$ cat src/hdl/assert_macros.svh
// Assertion macros for the file that checks design properties.
`ifndef ASSERT_MACROS_SVH
`define ASSERT_MACROS_SVH

// Property that must hold at every clock edge outside reset.
`define BFP_ASSERT(label, prop, msg) \
   label: assert property (@(posedge clock) disable iff (reset) (prop)) else $error(msg);

// Condition that must never be seen outside reset.
`define BFP_ASSERT_NEVER(label, cond, msg) \
   `BFP_ASSERT(label, !(cond), msg)

`endif

$ cat src/hdl/bfp_pkg.sv
// Package with the types and constants of the balance frame parser.
`timescale 1ns / 1ps

package bfp_pkg;

   // Frame layout
   localparam int FRAME_LENGTH  = 22;
   localparam int SIGN_POSITION = 6;
   localparam int FIELD_OFFSET  = 7;
   localparam int FIELD_LENGTH  = 10;
   localparam int POS_W         = 5;

   // Tick counter and register widths
   localparam int TICK_W = 10;
   localparam logic [TICK_W-1:0] TICK_LIMIT = TICK_W'(999);
   localparam logic [TICK_W-1:0] TIMEOUT_RESET = TICK_W'(3);
   localparam logic [7:0] START_RESET = 8'h4E;

   // Reading widths and limits
   localparam int MAG_W  = 30;
   localparam int FRAC_W = 4;
   localparam logic [MAG_W-1:0] MAG_MAX = MAG_W'(999999999);
   localparam logic [MAG_W-1:0] MAG_GUARD = MAG_W'(100000000);
   localparam logic [FRAC_W-1:0] FRAC_SAT = FRAC_W'(15);
   localparam logic [FRAC_W-1:0] FRACTION_MAX = FRAC_W'(FIELD_LENGTH - 1);

   // Character codes
   localparam logic [7:0] CHAR_SPACE = 8'h20;
   localparam logic [7:0] CHAR_TAB   = 8'h09;
   localparam logic [7:0] CHAR_CR    = 8'h0D;
   localparam logic [7:0] CHAR_PLUS  = 8'h2B;
   localparam logic [7:0] CHAR_MINUS = 8'h2D;
   localparam logic [7:0] CHAR_POINT = 8'h2E;
   localparam logic [7:0] CHAR_ZERO  = 8'h30;
   localparam logic [7:0] CHAR_NINE  = 8'h39;

   // Input action codes
   localparam logic ACTION_BYTE = 1'b0;
   localparam logic ACTION_TICK = 1'b1;

   // Configuration register indexes
   localparam int CSR_ADDR_W = 3;
   localparam logic REG_TIMEOUT = 1'b0;
   localparam logic REG_START   = 1'b1;

   // Queue between front and back
   localparam int QUEUE_DEPTH   = 4;
   localparam int QUEUE_ADDR_W  = $clog2(QUEUE_DEPTH);
   localparam int QUEUE_COUNT_W = $clog2(QUEUE_DEPTH + 1);

   // One classified word
   typedef struct packed {
      logic       is_tick;
      logic       is_start;
      logic       is_blank;
      logic       is_plus;
      logic       is_minus;
      logic       is_point;
      logic       is_digit;
      logic [3:0] digit;
   } item_class_type;

   // Queue status seen by front, back and checks
   typedef struct packed {
      logic [QUEUE_COUNT_W-1:0] count;
      logic                     full;
      logic                     head_valid;
   } queue_status_type;

endpackage

$ cat src/hdl/bfp_req_if.sv
// Input channel: one received byte or tick per word.
`timescale 1ns / 1ps

interface bfp_req_if;
   logic       valid;
   logic       ready;
   logic       action;
   logic [7:0] rx_byte;

   modport source (output valid, output action, output rx_byte, input ready);
   modport sink (input valid, input action, input rx_byte, output ready);
endinterface

$ cat src/hdl/bfp_rsp_if.sv
// Result channel: one reading word per input word.
`timescale 1ns / 1ps

interface bfp_rsp_if;
   logic                        valid;
   logic                        ready;
   logic                        reading_ready;
   logic [bfp_pkg::MAG_W-1:0]   reading_magnitude;
   logic [bfp_pkg::FRAC_W-1:0]  reading_fraction_digits;
   logic                        reading_negative;
   logic                        online;

   modport source (output valid, output reading_ready, output reading_magnitude,
                   output reading_fraction_digits, output reading_negative,
                   output online, input ready);
   modport sink (input valid, input reading_ready, input reading_magnitude,
                 input reading_fraction_digits, input reading_negative,
                 input online, output ready);
endinterface

$ cat src/hdl/bfp_front.sv
// Front end: accepts input words and classifies each byte.
`timescale 1ns / 1ps

module bfp_front (
   bfp_req_if.sink                   req,
   input  logic [7:0]                start_byte,
   input  bfp_pkg::queue_status_type q_status,
   output logic                      push,
   output bfp_pkg::item_class_type   push_item
);

   logic [7:0] c;

   assign c         = req.rx_byte;
   assign req.ready = !q_status.full;
   assign push      = req.valid && !q_status.full;

   // Character classes
   always_comb begin
      push_item          = '0;
      push_item.is_tick  = (req.action == bfp_pkg::ACTION_TICK);
      push_item.is_start = (c == start_byte);
      push_item.is_blank = (c == bfp_pkg::CHAR_SPACE) ||
                           (c inside {[bfp_pkg::CHAR_TAB:bfp_pkg::CHAR_CR]});
      push_item.is_plus  = (c == bfp_pkg::CHAR_PLUS);
      push_item.is_minus = (c == bfp_pkg::CHAR_MINUS);
      push_item.is_point = (c == bfp_pkg::CHAR_POINT);
      push_item.is_digit = c inside {[bfp_pkg::CHAR_ZERO:bfp_pkg::CHAR_NINE]};
      // low nibble of an ASCII digit is its value
      push_item.digit    = c[3:0];
   end

endmodule

$ cat src/hdl/bfp_queue.sv
// Short queue of classified words between front and back.
`timescale 1ns / 1ps

module bfp_queue (
   input  logic                      clock,
   input  logic                      reset,
   input  logic                      push,
   input  bfp_pkg::item_class_type   push_item,
   input  logic                      pop,
   output bfp_pkg::item_class_type   head_item,
   output bfp_pkg::queue_status_type status
);

   bfp_pkg::item_class_type slots_ff [bfp_pkg::QUEUE_DEPTH];

   logic [bfp_pkg::QUEUE_ADDR_W-1:0]  wr_ptr_ff, wr_ptr_in;
   logic [bfp_pkg::QUEUE_ADDR_W-1:0]  rd_ptr_ff, rd_ptr_in;
   logic [bfp_pkg::QUEUE_COUNT_W-1:0] count_ff, count_in;

   // Pointer and fill count update
   always_comb begin
      wr_ptr_in = wr_ptr_ff;
      rd_ptr_in = rd_ptr_ff;
      count_in  = count_ff;
      if (push) begin
         wr_ptr_in = wr_ptr_ff + 1'b1;
      end
      if (pop) begin
         rd_ptr_in = rd_ptr_ff + 1'b1;
      end
      if (push && !pop) begin
         count_in = count_ff + 1'b1;
      end else if (pop && !push) begin
         count_in = count_ff - 1'b1;
      end
   end

   always_ff @(posedge clock) begin
      if (reset) begin
         wr_ptr_ff <= '0;
         rd_ptr_ff <= '0;
         count_ff  <= '0;
      end else begin
         wr_ptr_ff <= wr_ptr_in;
         rd_ptr_ff <= rd_ptr_in;
         count_ff  <= count_in;
      end
   end

   // Storage, no reset needed
   always_ff @(posedge clock) begin
      if (push) begin
         slots_ff[wr_ptr_ff] <= push_item;
      end
   end

   assign head_item         = slots_ff[rd_ptr_ff];
   assign status.count      = count_ff;
   assign status.full       = (count_ff == bfp_pkg::QUEUE_COUNT_W'(bfp_pkg::QUEUE_DEPTH));
   assign status.head_valid = (count_ff != '0);

endmodule

$ cat src/hdl/bfp_back.sv
// Back end: frame tracking, number parsing, held reading and online timer.
`timescale 1ns / 1ps

module bfp_back (
   input  logic                          clock,
   input  logic                          reset,
   input  logic [bfp_pkg::TICK_W-1:0]    timeout_ticks,
   input  bfp_pkg::item_class_type       head_item,
   input  bfp_pkg::queue_status_type     q_status,
   output logic                          pop,
   bfp_rsp_if.source                     rsp
);

   typedef enum logic [1:0] {
      PH_LEAD    = 2'd0,
      PH_SIGNED  = 2'd1,
      PH_DIGITS  = 2'd2,
      PH_STOPPED = 2'd3
   } phase_type;

   localparam logic [bfp_pkg::POS_W:0] FIELD_START = (bfp_pkg::POS_W+1)'(bfp_pkg::FIELD_OFFSET);
   localparam logic [bfp_pkg::POS_W:0] FIELD_END =
      (bfp_pkg::POS_W+1)'(bfp_pkg::FIELD_OFFSET + bfp_pkg::FIELD_LENGTH);
   localparam logic [bfp_pkg::POS_W:0] FRAME_END = (bfp_pkg::POS_W+1)'(bfp_pkg::FRAME_LENGTH);
   localparam logic [bfp_pkg::POS_W-1:0] SIGN_POS = bfp_pkg::POS_W'(bfp_pkg::SIGN_POSITION);

   phase_type                    phase_ff, phase_in;
   logic [bfp_pkg::POS_W-1:0]    pos_ff, pos_in;
   logic [bfp_pkg::MAG_W-1:0]    acc_ff, acc_in;
   logic [bfp_pkg::FRAC_W-1:0]   frac_ff, frac_in;
   logic                         point_ff, point_in;
   logic                         fsign_ff, fsign_in;
   logic                         frame_neg_ff, frame_neg_in;
   logic [bfp_pkg::MAG_W-1:0]    held_mag_ff, held_mag_in;
   logic [bfp_pkg::FRAC_W-1:0]   held_frac_ff, held_frac_in;
   logic                         held_neg_ff, held_neg_in;
   logic                         online_ff, online_in;
   logic [bfp_pkg::TICK_W-1:0]   ticks_ff, ticks_in;
   logic                         rsp_valid_ff, rsp_valid_in;
   logic                         rdy_flag_ff, rdy_flag_in;

   logic [bfp_pkg::POS_W:0]      pos_ext;
   logic [bfp_pkg::POS_W:0]      pos_next;
   logic                         take;

   assign pop      = q_status.head_valid && (!rsp_valid_ff || rsp.ready);
   assign pos_ext  = {1'b0, pos_ff};
   assign pos_next = pos_ext + 1'b1;

   always_comb begin
      phase_in     = phase_ff;
      pos_in       = pos_ff;
      acc_in       = acc_ff;
      frac_in      = frac_ff;
      point_in     = point_ff;
      fsign_in     = fsign_ff;
      frame_neg_in = frame_neg_ff;
      held_mag_in  = held_mag_ff;
      held_frac_in = held_frac_ff;
      held_neg_in  = held_neg_ff;
      online_in    = online_ff;
      ticks_in     = ticks_ff;
      rsp_valid_in = rsp_valid_ff && !rsp.ready;
      rdy_flag_in  = rdy_flag_ff;
      take         = 1'b0;

      if (pop) begin
         rsp_valid_in = 1'b1;
         rdy_flag_in  = 1'b0;
         if (head_item.is_tick) begin
            // saturating tick count, online drops on equality
            if (ticks_ff < bfp_pkg::TICK_LIMIT) begin
               ticks_in = ticks_ff + 1'b1;
            end
            if (ticks_in == timeout_ticks) begin
               online_in = 1'b0;
            end
         end else if (pos_ff == '0) begin
            // waiting for the start byte
            if (head_item.is_start) begin
               acc_in       = '0;
               frac_in      = '0;
               point_in     = 1'b0;
               phase_in     = PH_LEAD;
               fsign_in     = 1'b0;
               frame_neg_in = 1'b0;
               pos_in       = bfp_pkg::POS_W'(1);
            end
         end else begin
            if (pos_ff == SIGN_POS) begin
               frame_neg_in = head_item.is_minus;
            end

            // number field
            if (pos_ext >= FIELD_START && pos_ext < FIELD_END) begin
               case (phase_ff)
                  PH_LEAD: begin
                     if (head_item.is_blank) begin
                        phase_in = PH_LEAD;
                     end else if (head_item.is_plus || head_item.is_minus) begin
                        fsign_in = head_item.is_minus;
                        phase_in = PH_SIGNED;
                     end else if (head_item.is_digit) begin
                        phase_in = PH_DIGITS;
                        take     = 1'b1;
                     end else if (head_item.is_point) begin
                        point_in = 1'b1;
                        phase_in = PH_DIGITS;
                     end else begin
                        phase_in = PH_STOPPED;
                     end
                  end
                  PH_SIGNED, PH_DIGITS: begin
                     if (head_item.is_digit) begin
                        phase_in = PH_DIGITS;
                        take     = 1'b1;
                     end else if (head_item.is_point && !point_ff) begin
                        point_in = 1'b1;
                        phase_in = PH_DIGITS;
                     end else begin
                        phase_in = PH_STOPPED;
                     end
                  end
                  default: begin
                     phase_in = phase_ff;
                  end
               endcase

               // digit accumulate with overflow guard
               if (take) begin
                  if (acc_ff >= bfp_pkg::MAG_GUARD) begin
                     if (!point_ff) begin
                        acc_in   = bfp_pkg::MAG_MAX;
                        frac_in  = '0;
                        phase_in = PH_STOPPED;
                     end
                  end else begin
                     acc_in = (acc_ff << 3) + (acc_ff << 1) +
                              {{(bfp_pkg::MAG_W-4){1'b0}}, head_item.digit};
                     if (point_ff && frac_ff < bfp_pkg::FRAC_SAT) begin
                        frac_in = frac_ff + 1'b1;
                     end
                  end
               end
            end

            // frame end: latch the reading
            if (pos_next >= FRAME_END) begin
               pos_in       = '0;
               held_mag_in  = acc_in;
               held_frac_in = frac_in;
               held_neg_in  = fsign_in ^ frame_neg_in;
               ticks_in     = '0;
               online_in    = 1'b1;
               rdy_flag_in  = 1'b1;
            end else begin
               pos_in = pos_next[bfp_pkg::POS_W-1:0];
            end
         end
      end
   end

   always_ff @(posedge clock) begin
      if (reset) begin
         phase_ff     <= PH_LEAD;
         pos_ff       <= '0;
         acc_ff       <= '0;
         frac_ff      <= '0;
         point_ff     <= 1'b0;
         fsign_ff     <= 1'b0;
         frame_neg_ff <= 1'b0;
         held_mag_ff  <= '0;
         held_frac_ff <= '0;
         held_neg_ff  <= 1'b0;
         online_ff    <= 1'b0;
         ticks_ff     <= '0;
         rsp_valid_ff <= 1'b0;
         rdy_flag_ff  <= 1'b0;
      end else begin
         phase_ff     <= phase_in;
         pos_ff       <= pos_in;
         acc_ff       <= acc_in;
         frac_ff      <= frac_in;
         point_ff     <= point_in;
         fsign_ff     <= fsign_in;
         frame_neg_ff <= frame_neg_in;
         held_mag_ff  <= held_mag_in;
         held_frac_ff <= held_frac_in;
         held_neg_ff  <= held_neg_in;
         online_ff    <= online_in;
         ticks_ff     <= ticks_in;
         rsp_valid_ff <= rsp_valid_in;
         rdy_flag_ff  <= rdy_flag_in;
      end
   end

   // held state only changes on a pop, so it stands as the result word
   assign rsp.valid                   = rsp_valid_ff;
   assign rsp.reading_ready           = rdy_flag_ff;
   assign rsp.reading_magnitude       = held_mag_ff;
   assign rsp.reading_fraction_digits = held_frac_ff;
   assign rsp.reading_negative        = held_neg_ff;
   assign rsp.online                  = online_ff;

endmodule

$ cat src/hdl/balance_frame_parser_unit.sv
// Balance frame parser: front classifier, word queue, back parser, CSR port.
// Each accepted input word is written into the queue, and a pop then loads the registered result word.
// Throughput: one word per cycle while the result receiver does not stall.
// A 4-deep queue lets input words keep arriving while a result waits.
// Reset is synchronous, active high: clears queue, parser, reading, timer; loads CSR defaults.
`timescale 1ns / 1ps
`include "assert_macros.svh"

module balance_frame_parser_unit (
   input  logic                            clock,
   input  logic                            reset,
   bfp_req_if.sink                         req,
   bfp_rsp_if.source                       rsp,
   input  logic                            csr_psel,
   input  logic                            csr_penable,
   input  logic                            csr_pwrite,
   input  logic [bfp_pkg::CSR_ADDR_W-1:0]  csr_paddr,
   input  logic [31:0]                     csr_pwdata,
   output logic [31:0]                     csr_prdata,
   output logic                            csr_pready
);

   logic [bfp_pkg::TICK_W-1:0] timeout_ff, timeout_in;
   logic [7:0]                 start_ff, start_in;
   logic                       csr_write;

   bfp_pkg::queue_status_type  q_status;
   bfp_pkg::item_class_type    push_item;
   bfp_pkg::item_class_type    head_item;
   logic                       push;
   logic                       pop;

   // Configuration registers
   assign csr_pready = 1'b1;
   assign csr_write  = csr_psel && csr_penable && csr_pwrite && csr_pready;

   always_comb begin
      timeout_in = timeout_ff;
      start_in   = start_ff;
      if (csr_write) begin
         if (csr_paddr[2] == bfp_pkg::REG_START) begin
            start_in = csr_pwdata[7:0];
         end else begin
            timeout_in = csr_pwdata[bfp_pkg::TICK_W-1:0];
         end
      end
   end

   always_ff @(posedge clock) begin
      if (reset) begin
         timeout_ff <= bfp_pkg::TIMEOUT_RESET;
         start_ff   <= bfp_pkg::START_RESET;
      end else begin
         timeout_ff <= timeout_in;
         start_ff   <= start_in;
      end
   end

   assign csr_prdata = (csr_paddr[2] == bfp_pkg::REG_TIMEOUT) ?
                       {{(32-bfp_pkg::TICK_W){1'b0}}, timeout_ff} :
                       {24'd0, start_ff};

   bfp_front u_front (
      .req       (req),
      .start_byte(start_ff),
      .q_status  (q_status),
      .push      (push),
      .push_item (push_item)
   );

   bfp_queue u_queue (
      .clock    (clock),
      .reset    (reset),
      .push     (push),
      .push_item(push_item),
      .pop      (pop),
      .head_item(head_item),
      .status   (q_status)
   );

   bfp_back u_back (
      .clock        (clock),
      .reset        (reset),
      .timeout_ticks(timeout_ff),
      .head_item    (head_item),
      .q_status     (q_status),
      .pop          (pop),
      .rsp          (rsp)
   );

   // Checks
   `BFP_ASSERT_NEVER(a_queue_bound, q_status.count > bfp_pkg::QUEUE_COUNT_W'(bfp_pkg::QUEUE_DEPTH), "queue overfilled")
   `BFP_ASSERT(a_frame_online, (rsp.valid && rsp.reading_ready) |-> rsp.online, "frame done but offline")
   `BFP_ASSERT(a_frac_bound, rsp.valid |-> (rsp.reading_fraction_digits <= bfp_pkg::FRACTION_MAX), "fraction count too large")
   `BFP_ASSERT(a_mag_bound, rsp.valid |-> (rsp.reading_magnitude <= bfp_pkg::MAG_MAX), "magnitude above limit")

endmodule

$ cat src/flat_wrapper.sv
// flat-port wrapper written by rule: the top's interface ports become plain ports
module balance_frame_parser_unit_flat 
  (clock, reset, csr_psel, csr_penable, csr_pwrite, csr_paddr, csr_pwdata, csr_prdata, csr_pready, req_valid, req_action, req_rx_byte, req_ready, rsp_valid, rsp_reading_ready, rsp_reading_magnitude, rsp_reading_fraction_digits, rsp_reading_negative, rsp_online, rsp_ready);
  bfp_req_if req_i ();
  bfp_rsp_if rsp_i ();
  input  logic clock;
  input  logic reset;
  input  logic csr_psel;
  input  logic csr_penable;
  input  logic csr_pwrite;
  input  logic [bfp_pkg::CSR_ADDR_W-1:0] csr_paddr;
  input  logic [31:0] csr_pwdata;
  output logic [31:0] csr_prdata;
  output logic csr_pready;
  input wire logic [$bits(req_i.valid)-1:0] req_valid;
  input wire logic [$bits(req_i.action)-1:0] req_action;
  input wire logic [$bits(req_i.rx_byte)-1:0] req_rx_byte;
  output wire logic [$bits(req_i.ready)-1:0] req_ready;
  output wire logic [$bits(rsp_i.valid)-1:0] rsp_valid;
  output wire logic [$bits(rsp_i.reading_ready)-1:0] rsp_reading_ready;
  output wire logic [$bits(rsp_i.reading_magnitude)-1:0] rsp_reading_magnitude;
  output wire logic [$bits(rsp_i.reading_fraction_digits)-1:0] rsp_reading_fraction_digits;
  output wire logic [$bits(rsp_i.reading_negative)-1:0] rsp_reading_negative;
  output wire logic [$bits(rsp_i.online)-1:0] rsp_online;
  input wire logic [$bits(rsp_i.ready)-1:0] rsp_ready;
  assign req_i.valid = req_valid;
  assign req_i.action = req_action;
  assign req_i.rx_byte = req_rx_byte;
  assign req_ready = req_i.ready;
  assign rsp_valid = rsp_i.valid;
  assign rsp_reading_ready = rsp_i.reading_ready;
  assign rsp_reading_magnitude = rsp_i.reading_magnitude;
  assign rsp_reading_fraction_digits = rsp_i.reading_fraction_digits;
  assign rsp_reading_negative = rsp_i.reading_negative;
  assign rsp_online = rsp_i.online;
  assign rsp_i.ready = rsp_ready;
  balance_frame_parser_unit u_core (.clock(clock), .reset(reset), .req(req_i), .rsp(rsp_i), .csr_psel(csr_psel), .csr_penable(csr_penable), .csr_pwrite(csr_pwrite), .csr_paddr(csr_paddr), .csr_pwdata(csr_pwdata), .csr_prdata(csr_prdata), .csr_pready(csr_pready));
endmodule
$ cat config.mk
export PLATFORM = sky130hd
export DESIGN_NAME = balance_frame_parser_unit_flat
export DESIGN_NICKNAME = d
export VERILOG_FILES = /design/src/hdl/bfp_pkg.sv /design/src/hdl/bfp_req_if.sv /design/src/hdl/bfp_rsp_if.sv /design/src/hdl/bfp_front.sv /design/src/hdl/bfp_queue.sv /design/src/hdl/bfp_back.sv /design/src/hdl/balance_frame_parser_unit.sv /design/src/flat_wrapper.sv
export VERILOG_INCLUDE_DIRS = /design/src /design/src/hdl
export SDC_FILE = /design/constraint.sdc
export NUM_CORES = 1
export LEC_CHECK = 0
export BUFFER_PORTS_ARGS = -buffer_cell sky130_fd_sc_hd__buf_4
export CORE_AREA = 2 2 134 136
export CTS_CLUSTER_DIAMETER = 80
export DETAILED_ROUTE_END_ITERATION = 12
export DIE_AREA = 0 0 136 138
export GPL_TIMING_DRIVEN = 0
export PLACE_DENSITY = 0.75
export SYNTH_ARGS = -nofsm -noshare
export SYNTH_HDL_FRONTEND = slang
export SYNTH_SLANG_ARGS = --single-unit
$ cat constraint.sdc
create_clock -name clock -period 4.41 [get_ports clock]
set_input_delay 0.882 -clock clock [delete_from_list [all_inputs] [get_ports clock]]
set_output_delay 0.882 -clock clock [all_outputs]
set_load 0.02 [all_outputs]
==> impl_results.md <==
* Status: completed
* Pin count of the biggest net entering global routing at 17
* MaxCap Viol Count at 0
* CP most frequent cell: ha_1
* Crit-path max FO at 10
* Seq/Total Area, Yosys at 0.396
* Vias at 8144
* Register area at 3700 um^2
* Area of the core at 17500 um^2
* Setup Fix Bufs, Post-CTS at 0
* Final Non-Filler Cells at 1380
* Initial drt markers at 536
* Final period util at 0.943
* Yosys warning count at 0
* Yosys cell types at 75
* Reg2reg setup slack at 250 ps
* Crit path kind: flip-flop to flip-flop
* M3 GR Usage at 0.0601
* Hold crit path type: flip-flop to flip-flop
* H-Tree Depth at 4
* Multi-input combinational cell area at 5260 um^2
* Relative slew slack at 0.447
* Crit path max-delay family: compound AO/OA/AOI/OAI gates
* R2R depth at 13
* Critical Path RT at 4700 ps
* Final wirelength at 25500 um
* Initial Util at 0.533
* Net switching share of the total power at 0.300
* Reg2Reg Capture Point: u_core.u_back.acc_ff[28]
* Top Ports at 123
* Max incr delay on CP at 510 ps
* Synth Flop Type: dfxtp_1
* Hold slack at 454 ps
* Arrival time worst endpoint at 4450 ps
* Hpwl dp at 18700 um
* Setup TNS Final at 0 ps
* Internal at 2.79 mW
* Filler cells at 1563
* Top Usage Layer GRT: met2
* Final #Nets at 1259
* CP Capture Point: u_core.u_back.acc_ff[28]
* Total CTS buffers at 17
* Area growth, synth to finish at 16.3%
* Fmax at 0.240 GHz
* Levels on crit path at 13
* Cell area power density at 366 nW/um^2
* First-pass GRT wire length at 39700 um
* Tot Pwr at 3.99 mW
* Hold Path Cell Cnt at 2
* Min cycle time layout at 4160 ps
* Crit path buf inv count at 1
* Post-Place Cell Area at 10300 um^2
* Drt wl/cell at 18.5 um
* Post-synth EDFFs at 44
* Synthesized instance count at 1024
* GRT Util Overall at 0.271
* Synthesized area per cell at 9.13 um^2
* Sequential share of power at 0.422
* Antenna violations before repair at 0
* Crit end category: flip-flop
* Antenna diodes at 0
* Worst slew pin tran at 829 ps
* Clk_lat worst skew at 440 ps
* Startpoint types: flip-flop
* Die H at 138 um
* DIE AREA at 18800 um^2
* Clock slew at reported path FFs at 70 ps
* Async set-or-reset flop fraction in the synthesized netlist at 0
* Final setup viols at 0
* Number of remaining DRC errors at 0
* Layout cells sized above 1 at 0.150
* Sw Pwr at 1.20 mW
* Clock buffer depth at 2
* Die W at 136 um
* Number of port buffers at 74
* M2 GR Usage at 0.428
* Avg Vias per Cell at 5.90
* Pleak at 4.59 nW
* Clk pwr share at 0.385
* CTS Sinks at 163
* Placed cells at 1348
* Fin area at 10900 um^2
* Logic gate share of total power at 0.194
* CP cell instances: buf_6 > mux4_2 > ha_1 > ha_1 > fa_1 > a21o_1 > a221oi_2 > o41a_1 > o21ai_1 > and3_1 > a211oi_1 > mux2i_1 > a21oi_1
* Final Skew at 12.3 ps
* RSZ-0062 raised after global routing: false
* Synthesis-stage register bit count at 163
* Cell area after synthesis at 9350 um^2
* GR Overflow Total at 0
* Post-DRT Antenna Nets at 0
* Grt met1 use at 0.357
* Hold_buf cts at 0
* Std cell rows at 49
* Commonest non-fill, non-tap cells in the layout: 119 x dfxtp_1, 114 x nand2_1, 97 x buf_4
* Worst path slowest cell: mux4_2
* RD Place Congestion at 0.923
* Most common cell after layout, fill and taps aside: dfxtp_1
* Final Hold Viols at 0
* Pre-antenna DRT Iters at 5
* CTS tree: built
* Root buffer cell: clkbuf_16
* Max Transition Viols Final at 0
* Vias in the first global route at 7499
* VDD IR-drop max at 301 uV
[repair_timing]
| item | in CTS | in global routing |
|---|---|---|
| resized for setup | 1 | 2 |
| endpoints found under the hold margin | 0 | 0 |
| endpoints found under the setup margin | 2 | 2 |
[per-layer routing]
layer / vias to the layer above / share of wire
met1: 3861 / 0.43
met2: 277 / 0.47
met4: 0 / 0.035
met3: 66 / 0.065
met5: - / 0
li1: 3940 / -
[logic make-up after synthesis]
family,after synthesis,share of synthesized area
other cells,2,0.000803
fa+ha+maj,70,0.0960
flops,163,0.396
compound gates,291,0.202
simple gates,330,0.164
xor+xnor,51,0.0478
mux,25,0.0429
buf+inv,92,0.0510
[layout make-up]
| class | count | share of cell area |
|---|---|---|
| buffer | 68 | 0.0356 |
| clock buffer | 18 | 0.0404 |
| clock inverter | 14 | 0.0146 |
| inverter | 24 | 0.00828 |
| multi-input combinational | 790 | 0.483 |
| sequential | 163 | 0.340 |
| tap | 229 | 0.0263 |
| timing repair buffer | 74 | 0.0511 |
[worst min path at each step]
stage	endpoint	slack (ps)	startpoint
after CTS	u_core.u_back.rsp.reading_magnitude[2]	460	u_core.u_back.rsp.reading_magnitude[2]
after global routing	u_core.u_back.rsp.reading_magnitude[2]	500	u_core.u_back.rsp.reading_magnitude[2]
after global placement	u_core.u_back.rsp.reading_magnitude[17]	440	u_core.u_back.rsp.reading_magnitude[17]
after detailed placement	u_core.u_back.rsp.reading_magnitude[2]	450	u_core.u_back.rsp.reading_magnitude[2]
final	u_core.u_back.rsp.reading_magnitude[8]	450	u_core.u_back.rsp.reading_magnitude[8]
after floorplan	u_core.timeout_ff[9]	460	u_core.timeout_ff[9]
[power by group through the flow]
stage | registers, mW | logic [mW] | clock network, mW
4_1_cts | 1.68 | 0.770 | 1.55
5_1_grt | 1.69 | 0.838 | 1.61
2_1_floorplan | 1.70 | 0.548 | 0
6_report | 1.68 | 0.772 | 1.53
3_3_place_gp | 1.71 | 0.743 | 0
3_5_place_dp | 1.71 | 0.758 | 0
[through the flow]
step                       util  worst slack (ps)
after floorplan               -               729
after CTS                 0.620              22.5
after global routing      0.621              87.1
after detailed placement  0.586              -185
final                     0.621               250
after global placement    0.586              -137
[Yosys cell counts, types with 12 or more instances]
cell type / number / share of area
xor2_1: 23 / 0.022
nand3_1: 38 / 0.020
a21o_1: 17 / 0.014
ha_1: 67 / 0.090
edfxtp_1: 44 / 0.14
a21oi_1: 93 / 0.050
and3_1: 16 / 0.011
xnor2_1: 28 / 0.026
nand2_1: 114 / 0.046
nor2_1: 90 / 0.036
inv_1: 23 / 0.0092
buf_4: 23 / 0.018
o21ai_0: 60 / 0.032
a211oi_1: 12 / 0.0096
clkbuf_1: 29 / 0.012
dfxtp_1: 119 / 0.25
[state kept, by name, indices dropped and copies added (netlist names), 2 cells and up, named ones only]
signal,count
u_core.start_ff,8
u_core.timeout_ff,10
u_core.u_back.acc_ff,30
u_core.u_back.frac_ff,4
u_core.u_back.phase_ff,2
u_core.u_back.pos_ff,5
u_core.u_back.rsp.reading_fraction_digits,4
u_core.u_back.rsp.reading_magnitude,30
u_core.u_back.ticks_ff,10
u_core.u_queue.count_ff,3
u_core.u_queue.rd_ptr_ff,2
u_core.u_queue.slots_ff,44
u_core.u_queue.wr_ptr_ff,2
[worst register-to-register path, cell delays in order, from the launching register on]
cell and delay [ps]:
dfxtp_1 370, buf_6 210, mux4_2 510, ha_1 290
ha_1 230, fa_1 420, a21o_1 200, a221oi_2 370
o41a_1 250, o21ai_1 200, and3_1 240, a211oi_1 330
mux2i_1 300, a21oi_1 100
No activity file was read; power rests on OpenSTA's default activity.
